### config.mk
export PLATFORM = sky130hd
export DESIGN_NAME = edf_periodic_task_scheduler_unit_flat
export DESIGN_NICKNAME = d
export VERILOG_FILES = /design/src/rtl/edf_pkg.sv /design/src/rtl/edf_in_if.sv /design/src/rtl/edf_out_if.sv /design/src/rtl/edf_apb.sv /design/src/rtl/edf_cell.sv /design/src/rtl/edf_periodic_task_scheduler_unit.sv /design/src/flat_wrapper.sv
export VERILOG_INCLUDE_DIRS = /design/src /design/src/rtl
export SDC_FILE = /design/constraint.sdc
export NUM_CORES = 2
export LEC_CHECK = 0
export BUFFER_PORTS_ARGS = -buffer_cell sky130_fd_sc_hd__clkbuf_2
export CAP_MARGIN = 25
export CELL_PAD_IN_SITES_DETAIL_PLACEMENT = 0
export CELL_PAD_IN_SITES_GLOBAL_PLACEMENT = 1
export CORE_UTILIZATION = 40
export CTS_BUF_LIST = sky130_fd_sc_hd__clkbuf_8
export CTS_CLUSTER_SIZE = 14
export DETAILED_ROUTE_END_ITERATION = 10
export PLACE_DENSITY = 0.76
export SKIP_CTS_REPAIR_TIMING = 1
export SYNTH_ARGS = -nofsm -noshare
export SYNTH_HDL_FRONTEND = slang
export SYNTH_SLANG_ARGS = --single-unit
export TNS_END_PERCENT = 5
### constraint.sdc
create_clock -name clk_i -period 4.39 [get_ports clk_i]
set_clock_uncertainty 0.15 [all_clocks]
set_input_delay 0.878 -clock clk_i [delete_from_list [all_inputs] [get_ports clk_i]]
set_output_delay 0.878 -clock clk_i [all_outputs]
set_load 0.005 [all_outputs]
### src/rtl/edf_periodic_task_scheduler_unit_defines.svh
// Assertion macros for the EDF scheduler RTL.
// Expects clk_i and rst_ni in the scope of each use.
`ifndef EDF_PERIODIC_TASK_SCHEDULER_UNIT_DEFINES_SVH
`define EDF_PERIODIC_TASK_SCHEDULER_UNIT_DEFINES_SVH

// Same-cycle implication, sampled on the rising clock edge, off during reset.
`define EDF_ASSERT_IMP(label, ante, cons, msg) \
  label: assert property (@(posedge clk_i) disable iff (!rst_ni) (ante) |-> (cons)) \
    else $error(msg);

// Next-cycle implication, sampled on the rising clock edge, off during reset.
`define EDF_ASSERT_NXT(label, ante, cons, msg) \
  label: assert property (@(posedge clk_i) disable iff (!rst_ni) (ante) |=> (cons)) \
    else $error(msg);

`endif

### src/rtl/edf_pkg.sv
// Shared constants, item and control types for the EDF scheduler.
// No dependencies; every RTL module and interface imports this package.
`default_nettype none

package edf_pkg;

  localparam int MAX_TASKS  = 8;
  localparam int TIME_WIDTH = 32;
  localparam int IDX_W      = $clog2(MAX_TASKS);
  localparam int CNT_W      = 4;
  localparam int SLOT_W     = 3;
  localparam int FLD_W      = 16;
  localparam int OUT_TW     = 32;
  localparam int CMP_W      = (IDX_W > CNT_W) ? ((IDX_W > SLOT_W) ? IDX_W : SLOT_W)
                                              : ((CNT_W > SLOT_W) ? CNT_W : SLOT_W);
  localparam int APB_AW     = 3;
  localparam int APB_DW     = 32;
  localparam int REG_IDX_W  = APB_AW - 2;

  localparam logic [CNT_W-1:0] CNT_RESET = CNT_W'(1);

  typedef enum logic {
    CMD_TICK = 1'b0,
    CMD_LOAD = 1'b1
  } cmd_e;

  typedef enum logic [REG_IDX_W-1:0] {
    REG_ACTIVE_COUNT = REG_IDX_W'(0)
  } reg_idx_e;

  typedef struct packed {
    cmd_e              cmd;
    logic [SLOT_W-1:0] task_slot;
    logic [FLD_W-1:0]  first_arrival;
    logic [FLD_W-1:0]  work_ticks;
    logic [FLD_W-1:0]  relative_deadline;
    logic [FLD_W-1:0]  task_period;
  } in_item_t;

  typedef struct packed {
    logic [OUT_TW-1:0] tick_time;
    logic              is_idle;
    logic [SLOT_W-1:0] running_slot;
    logic              job_finished;
  } out_item_t;

  // Best candidate handed along the cell chain.
  typedef struct packed {
    logic                  valid;
    logic [TIME_WIDTH-1:0] due;
    logic [IDX_W-1:0]      idx;
  } best_t;

  // Broadcast control from the sequencer to every cell.
  typedef struct packed {
    logic                  load;
    logic [SLOT_W-1:0]     slot;
    logic [FLD_W-1:0]      arrive;
    logic [FLD_W-1:0]      work;
    logic [FLD_W-1:0]      deadline;
    logic [FLD_W-1:0]      period;
    logic                  rel;
    logic [TIME_WIDTH-1:0] now;
    logic [CNT_W-1:0]      count;
    logic                  upd;
    logic                  fix;
    logic [IDX_W-1:0]      sel;
  } cell_ctl_t;

endpackage

`default_nettype wire

### src/rtl/edf_in_if.sv
// Input item channel: valid/ready handshake carrying one load or tick item.
// Depends on edf_pkg.
`default_nettype none

interface edf_in_if;
  import edf_pkg::*;

  logic     valid;
  logic     ready;
  in_item_t data;

  modport source (output valid, output data, input ready);
  modport sink   (input valid, input data, output ready);
endinterface

`default_nettype wire

### src/rtl/edf_out_if.sv
// Result item channel: valid/ready handshake carrying one schedule decision.
// Depends on edf_pkg.
`default_nettype none

interface edf_out_if;
  import edf_pkg::*;

  logic      valid;
  logic      ready;
  out_item_t data;

  modport source (output valid, output data, input ready);
  modport sink   (input valid, input data, output ready);
endinterface

`default_nettype wire

### src/rtl/edf_apb.sv
// APB register slave holding the active task count.
// Depends on edf_pkg.
`default_nettype none

module edf_apb (
  input  logic                         clk_i,
  input  logic                         rst_ni,
  input  logic                         psel,
  input  logic                         penable,
  input  logic                         pwrite,
  input  logic [edf_pkg::APB_AW-1:0]   paddr,
  input  logic [edf_pkg::APB_DW-1:0]   pwdata,
  output logic [edf_pkg::APB_DW-1:0]   prdata,
  output logic                         pready,
  output logic [edf_pkg::CNT_W-1:0]    count_o
);
  import edf_pkg::*;

  logic [CNT_W-1:0]     count_q, count_d;
  logic [REG_IDX_W-1:0] reg_idx;
  logic                 wr_en;

  assign pready  = 1'b1;
  assign reg_idx = paddr[APB_AW-1:2];
  assign wr_en   = psel && penable && pwrite && pready
                   && (reg_idx == REG_ACTIVE_COUNT);

  always_comb begin
    count_d = count_q;
    if (wr_en) begin
      count_d = pwdata[CNT_W-1:0];
    end
  end

  always_ff @(posedge clk_i or negedge rst_ni) begin
    if (!rst_ni) begin
      count_q <= CNT_RESET;
    end else begin
      count_q <= count_d;
    end
  end

  assign prdata  = (psel && (reg_idx == REG_ACTIVE_COUNT)) ? APB_DW'(count_q) : '0;
  assign count_o = count_q;

endmodule

`default_nettype wire

### src/rtl/edf_cell.sv
// One task slot: stores the task's state and takes part in the deadline chain.
// Depends on edf_pkg.
`default_nettype none

module edf_cell (
  input  logic                     clk_i,
  input  logic                     rst_ni,
  input  logic [edf_pkg::IDX_W-1:0] idx_i,
  input  edf_pkg::cell_ctl_t       ctl_i,
  input  edf_pkg::best_t           best_i,
  output edf_pkg::best_t           best_o,
  output logic                     fin_o
);
  import edf_pkg::*;

  logic                  alive_q, alive_d;
  best_t                 best_q, best_d;
  logic [TIME_WIDTH-1:0] release_q;
  logic [TIME_WIDTH-1:0] due_q;
  logic [FLD_W-1:0]      work_q;
  logic [FLD_W-1:0]      st_work_q;
  logic [FLD_W-1:0]      st_dl_q;
  logic [FLD_W-1:0]      st_per_q;

  logic active;
  logic hit_load;
  logic hit_sel;
  logic due_now;
  logic cand;

  assign active   = CMP_W'(idx_i) < CMP_W'(ctl_i.count);
  assign hit_load = ctl_i.load && (CMP_W'(ctl_i.slot) == CMP_W'(idx_i));
  assign hit_sel  = ctl_i.sel == idx_i;
  assign due_now  = release_q <= ctl_i.now;
  // Job ends on this tick when at most one unit of work is left.
  assign fin_o    = work_q <= FLD_W'(1);
  assign cand     = alive_q && active;

  always_comb begin
    alive_d = alive_q;
    if (hit_load) begin
      alive_d = 1'b0;
    end else if (ctl_i.rel && active && due_now) begin
      alive_d = 1'b1;
    end else if (ctl_i.upd && hit_sel && fin_o) begin
      alive_d = 1'b0;
    end
  end

  // Strict compare keeps the lower slot on a tie.
  always_comb begin
    best_d = best_i;
    if (cand && (!best_i.valid || (due_q < best_i.due))) begin
      best_d.valid = 1'b1;
      best_d.due   = due_q;
      best_d.idx   = idx_i;
    end
  end

  always_ff @(posedge clk_i or negedge rst_ni) begin
    if (!rst_ni) begin
      alive_q <= 1'b0;
      best_q  <= '0;
    end else begin
      alive_q <= alive_d;
      best_q  <= best_d;
    end
  end

  always_ff @(posedge clk_i) begin
    if (hit_load) begin
      st_work_q <= ctl_i.work;
      st_dl_q   <= ctl_i.deadline;
      st_per_q  <= ctl_i.period;
      work_q    <= ctl_i.work;
      release_q <= TIME_WIDTH'(ctl_i.arrive);
      due_q     <= TIME_WIDTH'(ctl_i.arrive) + TIME_WIDTH'(ctl_i.deadline);
    end else if (ctl_i.upd && hit_sel) begin
      if (fin_o) begin
        work_q    <= st_work_q;
        release_q <= release_q + TIME_WIDTH'(st_per_q);
      end else begin
        work_q <= work_q - FLD_W'(1);
      end
    end else if (ctl_i.fix && hit_sel) begin
      due_q <= release_q + TIME_WIDTH'(st_dl_q);
    end
  end

  assign best_o = best_q;

endmodule

`default_nettype wire

### src/rtl/edf_periodic_task_scheduler_unit.sv
// Top level of the EDF periodic task scheduler: sequencer, cell chain, APB.
// Depends on edf_pkg, edf_in_if, edf_out_if, edf_apb, edf_cell and the defines.
//
// Usage:
//  - in_i carries items. A load item (cmd = load) writes one task slot's
//    arrival, work, relative deadline and period and yields no result. A
//    tick item yields exactly one result on res_o: the current time, the
//    slot that ran (or idle) and whether its job finished.
//  - The APB port holds the active task count at byte address 0; write it
//    only while the block is idle. pready is always high.
//  - A tick releases due tasks in its accept cycle, then walks the best
//    deadline along a chain of MAX_TASKS registered cells, one cell a cycle.
//    The update state then registers the result and applies the run, and
//    the fix state recomputes the deadline; no new item is taken until the
//    block is back in idle. A load item is taken every cycle.
//  - The result register parts the two sides: a new item is taken while a
//    result waits. If the receiver stalls, the next tick holds before its
//    update step until the waiting result is taken.
//  - Reset clears time, all alive flags and the result valid flag, and sets
//    the active count to one. Task slots must be loaded before they take part.
`default_nettype none

`include "edf_periodic_task_scheduler_unit_defines.svh"

module edf_periodic_task_scheduler_unit (
  input  logic                       clk_i,
  input  logic                       rst_ni,
  edf_in_if.sink                     in_i,
  edf_out_if.source                  res_o,
  input  logic                       psel,
  input  logic                       penable,
  input  logic                       pwrite,
  input  logic [edf_pkg::APB_AW-1:0] paddr,
  input  logic [edf_pkg::APB_DW-1:0] pwdata,
  output logic [edf_pkg::APB_DW-1:0] prdata,
  output logic                       pready
);
  import edf_pkg::*;

  typedef enum logic [3:0] {
    ST_IDLE = 4'b0001,
    ST_SCAN = 4'b0010,
    ST_UPD  = 4'b0100,
    ST_FIX  = 4'b1000
  } state_e;

  state_e                state_q, state_d;
  logic [IDX_W-1:0]      scan_q, scan_d;
  logic [TIME_WIDTH-1:0] now_q, now_d;
  logic                  fix_q, fix_d;
  logic [IDX_W-1:0]      sel_q, sel_d;
  logic                  out_valid_q, out_valid_d;
  out_item_t             out_q, out_d;

  logic [CNT_W-1:0] count;
  cell_ctl_t        ctl;
  best_t            link [MAX_TASKS+1];
  logic             fin_vec [MAX_TASKS];
  best_t            winner;
  logic             win_fin;
  logic             in_acc;
  logic             out_free;
  logic             out_load;

  edf_apb u_apb (
    .clk_i   (clk_i),
    .rst_ni  (rst_ni),
    .psel    (psel),
    .penable (penable),
    .pwrite  (pwrite),
    .paddr   (paddr),
    .pwdata  (pwdata),
    .prdata  (prdata),
    .pready  (pready),
    .count_o (count)
  );

  // Accept only between ticks; the result register stays independent.
  assign in_i.ready = (state_q == ST_IDLE);
  assign in_acc     = in_i.valid && in_i.ready;
  assign out_free   = !out_valid_q || res_o.ready;
  assign out_load   = (state_q == ST_UPD) && out_free;

  // Broadcast to the cells.
  always_comb begin
    ctl.load     = in_acc && (in_i.data.cmd == CMD_LOAD);
    ctl.slot     = in_i.data.task_slot;
    ctl.arrive   = in_i.data.first_arrival;
    ctl.work     = in_i.data.work_ticks;
    ctl.deadline = in_i.data.relative_deadline;
    ctl.period   = in_i.data.task_period;
    ctl.rel      = in_acc && (in_i.data.cmd == CMD_TICK);
    ctl.now      = now_q;
    ctl.count    = count;
    ctl.upd      = out_load && winner.valid;
    ctl.fix      = (state_q == ST_FIX) && fix_q;
    ctl.sel      = (state_q == ST_FIX) ? sel_q : winner.idx;
  end

  // Chain head carries no candidate.
  assign link[0] = '0;

  for (genvar g = 0; g < MAX_TASKS; g++) begin : g_cell
    edf_cell u_cell (
      .clk_i  (clk_i),
      .rst_ni (rst_ni),
      .idx_i  (IDX_W'(g)),
      .ctl_i  (ctl),
      .best_i (link[g]),
      .best_o (link[g+1]),
      .fin_o  (fin_vec[g])
    );
  end

  assign winner = link[MAX_TASKS];

  // Pick the winner's finish flag.
  always_comb begin
    win_fin = 1'b0;
    for (int i = 0; i < MAX_TASKS; i++) begin
      if (winner.idx == IDX_W'(i)) begin
        win_fin = fin_vec[i];
      end
    end
    win_fin = win_fin && winner.valid;
  end

  always_comb begin
    state_d     = state_q;
    scan_d      = scan_q;
    now_d       = now_q;
    fix_d       = fix_q;
    sel_d       = sel_q;
    out_valid_d = out_valid_q;
    out_d       = out_q;

    // Drop the waiting result once taken.
    if (out_valid_q && res_o.ready) begin
      out_valid_d = 1'b0;
    end

    case (state_q)
      ST_IDLE: begin
        if (ctl.rel) begin
          state_d = ST_SCAN;
          scan_d  = '0;
        end
      end
      ST_SCAN: begin
        // Advance one cell a cycle until the last cell holds the winner.
        if (scan_q == IDX_W'(MAX_TASKS - 1)) begin
          state_d = ST_UPD;
        end else begin
          scan_d = scan_q + IDX_W'(1);
        end
      end
      ST_UPD: begin
        // Hold until the result register is free.
        if (out_free) begin
          out_valid_d        = 1'b1;
          out_d.tick_time    = OUT_TW'(now_q);
          out_d.is_idle      = !winner.valid;
          out_d.running_slot = winner.valid ? SLOT_W'(winner.idx) : '0;
          out_d.job_finished = win_fin;
          now_d              = now_q + TIME_WIDTH'(1);
          sel_d              = winner.idx;
          fix_d              = win_fin;
          state_d            = ST_FIX;
        end
      end
      ST_FIX: begin
        state_d = ST_IDLE;
      end
      default: begin
        state_d = ST_IDLE;
      end
    endcase
  end

  always_ff @(posedge clk_i or negedge rst_ni) begin
    if (!rst_ni) begin
      state_q     <= ST_IDLE;
      scan_q      <= '0;
      now_q       <= '0;
      fix_q       <= 1'b0;
      out_valid_q <= 1'b0;
    end else begin
      state_q     <= state_d;
      scan_q      <= scan_d;
      now_q       <= now_d;
      fix_q       <= fix_d;
      out_valid_q <= out_valid_d;
    end
  end

  always_ff @(posedge clk_i) begin
    sel_q <= sel_d;
    out_q <= out_d;
  end

  assign res_o.valid = out_valid_q;
  assign res_o.data  = out_q;

  `EDF_ASSERT_NXT(a_now_adv, out_load, now_q == TIME_WIDTH'($past(now_q) + 1'b1), "time did not advance with result")
  `EDF_ASSERT_IMP(a_fix_after_upd, state_q == ST_FIX, $past(state_q) == ST_UPD, "deadline fix without update")
  `EDF_ASSERT_IMP(a_fin_not_idle, out_valid_q, !(out_q.is_idle && out_q.job_finished), "idle tick reports finish")

endmodule

`default_nettype wire

### src/flat_wrapper.sv
// flat-port wrapper written by rule: the top's interface ports become plain ports
module edf_periodic_task_scheduler_unit_flat import edf_pkg::*;
  (clk_i, rst_ni, psel, penable, pwrite, paddr, pwdata, prdata, pready, in_i_valid, in_i_data, in_i_ready, res_o_valid, res_o_data, res_o_ready);
  edf_in_if in_i_i ();
  edf_out_if res_o_i ();
  input  logic clk_i;
  input  logic rst_ni;
  input  logic psel;
  input  logic penable;
  input  logic pwrite;
  input  logic [edf_pkg::APB_AW-1:0] paddr;
  input  logic [edf_pkg::APB_DW-1:0] pwdata;
  output logic [edf_pkg::APB_DW-1:0] prdata;
  output logic pready;
  input wire logic [$bits(in_i_i.valid)-1:0] in_i_valid;
  input wire logic [$bits(in_i_i.data)-1:0] in_i_data;
  output wire logic [$bits(in_i_i.ready)-1:0] in_i_ready;
  output wire logic [$bits(res_o_i.valid)-1:0] res_o_valid;
  output wire logic [$bits(res_o_i.data)-1:0] res_o_data;
  input wire logic [$bits(res_o_i.ready)-1:0] res_o_ready;
  assign in_i_i.valid = in_i_valid;
  assign in_i_i.data = in_i_data;
  assign in_i_ready = in_i_i.ready;
  assign res_o_valid = res_o_i.valid;
  assign res_o_data = res_o_i.data;
  assign res_o_i.ready = res_o_ready;
  edf_periodic_task_scheduler_unit u_core (.clk_i(clk_i), .rst_ni(rst_ni), .in_i(in_i_i), .res_o(res_o_i), .psel(psel), .penable(penable), .pwrite(pwrite), .paddr(paddr), .pwdata(pwdata), .prdata(prdata), .pready(pready));
endmodule
==> key figures <==
Outcome
  – Status: finished, final reports clean

Power and ir drop
  – VDD IR max: 0.000314 V
  – Pwr per Cell Area: 374 nW/um2
  – Psw: 9.61 mW
  – Sw frac: 0.288
  – Sequential share of power: 0.461
  – Internal: 23.8 mW
  – Combinational group share of total power: 0.165
  – Clk pwr share: 0.374
  – Static leakage: 36.4 nW

Critical path
  – Crit path from: u_core.g_cell[2].u_cell.release_q[0]$_DFFE_PP_
  – Worst Path Arrival: 4.53 ns
  – Critical path startpoint category: flip-flop
  – Crit path kind: reg2reg
  – RR Endpoint: u_core.g_cell[2].u_cell.due_q[30]$_SDFFCE_PP0P_
  – Worst reg-to-reg setup slack: 0.47 ns
  – Critical Path End Type: flip-flop
  – Critical Path RT: 5.00 ns
  – Worst-path maximum fanout: 7
  – Reg2reg start: u_core.g_cell[2].u_cell.release_q[0]$_DFFE_PP_
  – R2R cell count: 12

Final layout
  – Final nets: 8757
  – Most common cell after layout, fill and taps aside: edfxtp_1
  – Design area: 89200 um2
  – Multi-input gate area: 38500 um2
  – Share of cells above drive strength 1: 0.124
  – Fillers: 18300
  – Synth-to-Final Area Change: 12.7%
  – Storage cell area: 38200 um2
  – Most frequent cells in the layout: 936 x edfxtp_1, 764 x ha_1, 672 x nand2_1, 564 x o21ai_0, 518 x nor2_1

Logic synthesis
  – Cell area after synthesis: 79200 um2
  – Synthesis Warnings: 0
  – Yosys cell types: 88
  – Seq/Total Area, Yosys: 0.483
  – Post-Syn Instances: 7530
  – Ys flop type: edfxtp_1
  – Synth async-reset ratio: 0.221
  – Post-synth EDFFs: 936
  – Yosys reg bits: 1366
  – Mean Syn Cell Area: 10.5 um2

GRT
  – First-pass GRT wire length: 355000 um
  – Largest net degree at the start of global routing: 99
  – Initial antenna violation count: 12
  – Global Route Usage Sum: 0.238
  – GRT overflow: 0
  – Number of global-route vias before repair: 56400

Floorplanning
  – Core ar.: 196000 um2
  – Starting Density: 0.404
  – Die Footprint: 200000 um2
  – Die Y: 447 um
  – Row Count: 162
  – Boundary Pins: 182
  – Die span in x: 447 um

Route
  – Vias: 59100
  – Detailed Route Iter0 Violations: 5494
  – Routed Antenna Nets: 0
  – Drt pass-1 iters: 6
  – Total Routed Length: 240000 um
  – DR DRC count: 0
  – Via-to-Cell Ratio: 5.51
  – WL per Instance: 22.4 um

Clocking
  – Total CTS buffers: 238
  – CTS tree: done
  – Later-pin clock latency in the skew report: 1.00 ns
  – Max H-tree Level: 4
  – Reg clk slew, reported paths: 0.07 ns
  – Root Buffer: clkbuf_8
  – Clock Tree Buf Depth: 3
  – CTS sink cnt: 1366

Worst hold path
  – Min-Delay Path Depth: 2
  – Hold Path Class: in2reg
  – Hold_sp: pwdata[1]
  – Hold path endpoint: u_core.u_apb.count_o[1]$_DFFE_PN0P_

Placement
  – HPWL after DPL: 183000 um
  – Port bufs: 122
  – Routability cong.: 0.924
  – Cell area after placement: 84100 um2

STA
  – Max-slew violations: 0
  – Final worst-path cycle share: 0.892
  – Post-layout minimum cycle time: 3.92 ns
  – RSZ-0062 raised after global routing: false
  – Final hold vios: 0
  – Worst slew margin: 0.288
  – Final setup fails: 0
  – Hold WS: 0.0855 ns
  – Achievable frequency: 255 MHz
  – Worst-margin pin slew: 1.06 ns

Job
  – Max-cap violations: 0
area by class of cell:
class	instances	share of cell area
flip-flops and latches	1366	0.428
clock buffers	271	0.0418
multi-input cells	5521	0.432
well taps	2624	0.0368
diodes	13	0.000365
repair buffers	341	0.0290
clock inverters	183	0.0151
inverters	398	0.0170
flip-flops by register name, summed over array words and instances, names as in the netlist:
register                        count
u_core.g_cell.u_cell.st_work_q    128
u_core.fix_q                        1
u_core.g_cell.u_cell.due_q        256
u_core.now_q                       32
u_core.state_q                      4
u_core.g_cell.u_cell.alive_q        8
u_core.g_cell.u_cell.st_dl_q      128
u_core.scan_q                       3
u_core.sel_q                        3
u_core.u_apb.count_o                4
u_core.g_cell.u_cell.st_per_q     128
u_core.res_o.valid                  1
u_core.g_cell.u_cell.release_q    256
u_core.g_cell.u_cell.best_o       249
u_core.res_o.data                  37
u_core.g_cell.u_cell.work_q       128
critical path, stage by stage, from the launching register on:
cell and delay [ns]:
edfxtp_1 0.39, ha_1 0.19, inv_1 0.06, fa_1 0.38
nand2b_1 0.21, a21oi_1 0.35, o2111ai_1 0.35, a211oi_1 0.42
o21ai_0 0.23, nor3b_1 0.19, buf_4 0.18, nor4_1 0.33
mux2i_1 0.31
synth_stat cells (117+ instances only):
library cell	n	area [um2]
a21o_1	200	1500
a21oi_1	504	2520
clkbuf_1	184	691
dfrtp_1	300	7510
dfxtp_1	128	2560
edfxtp_1	936	28100
ha_1	764	9560
inv_1	394	1480
mux2_2	200	2250
nand2_1	672	2520
nand2b_1	154	963
nand3_1	166	831
nand4_1	117	732
nor2_1	519	1950
nor3_1	146	731
o21ai_0	578	2890
xnor2_1	224	1960
xor2_1	177	1550
metrics by stage:
step	util	total power [mW]	worst slack (ns)	instances	setup TNS (ns)
2_1_floorplan	-	18.8	-0.0773	7557	-4.86
3_3_place_gp	0.429	21.0	0.117	10200	0
3_5_place_dp	0.429	21.1	0.215	10200	0
4_1_cts	0.455	33.6	0.511	10700	0
5_1_grt	0.456	34.8	0.302	10700	0
6_report	0.456	33.4	0.473	10700	0
cells by family after synthesis:
| family | count (synthesis) | synth area share |
|---|---|---|
| multiplexers | 314 | 0.0432 |
| adder cells (fa/ha/maj) | 781 | 0.125 |
| AND/OR/NAND/NOR | 2283 | 0.140 |
| flip-flops | 1366 | 0.483 |
| AO/OA/AOI/OAI | 1713 | 0.130 |
| buffers and inverters | 670 | 0.0343 |
| other | 2 | 0.0000949 |
| XOR/XNOR | 401 | 0.0444 |
worst max-delay path by stage:
stage | cells past startpoint | slack, ns | end
2_1_floorplan | 8 | -0.08 | u_core.g_cell[7].u_cell.st_dl_q[0]$_DFFE_PP_
3_3_place_gp | 13 | 0.12 | u_core.g_cell[6].u_cell.due_q[15]$_DFFE_PP_
3_5_place_dp | 13 | 0.21 | u_core.g_cell[3].u_cell.due_q[15]$_DFFE_PP_
4_1_cts | 11 | 0.51 | u_core.g_cell[3].u_cell.release_q[28]$_SDFFE_PP0P_
5_1_grt | 12 | 0.30 | u_core.g_cell[2].u_cell.due_q[18]$_SDFFCE_PP0P_
6_report | 12 | 0.47 | u_core.g_cell[2].u_cell.due_q[30]$_SDFFCE_PP0P_
layer usage:
metal | up-vias | GRT usage | part of all wire
li1 | 28200 | - | -
met5 | - | 0 | 0.000083
met2 | 1965 | 0.389 | 0.47
met1 | 28500 | 0.313 | 0.43
met3 | 449 | 0.0296 | 0.058
met4 | 2 | 0.108 | 0.047
power groups by stage:
stage | clock network [mW] | logic [mW] | registers, mW
floorplan | 0 | 3.49 | 15.3
global placement | 0 | 5.35 | 15.6
detailed placement | 0 | 5.47 | 15.7
CTS | 12.7 | 5.51 | 15.4
global route | 13.3 | 6.01 | 15.5
finish | 12.5 | 5.50 | 15.4
Note: power is estimated with default switching activity, not from simulation.
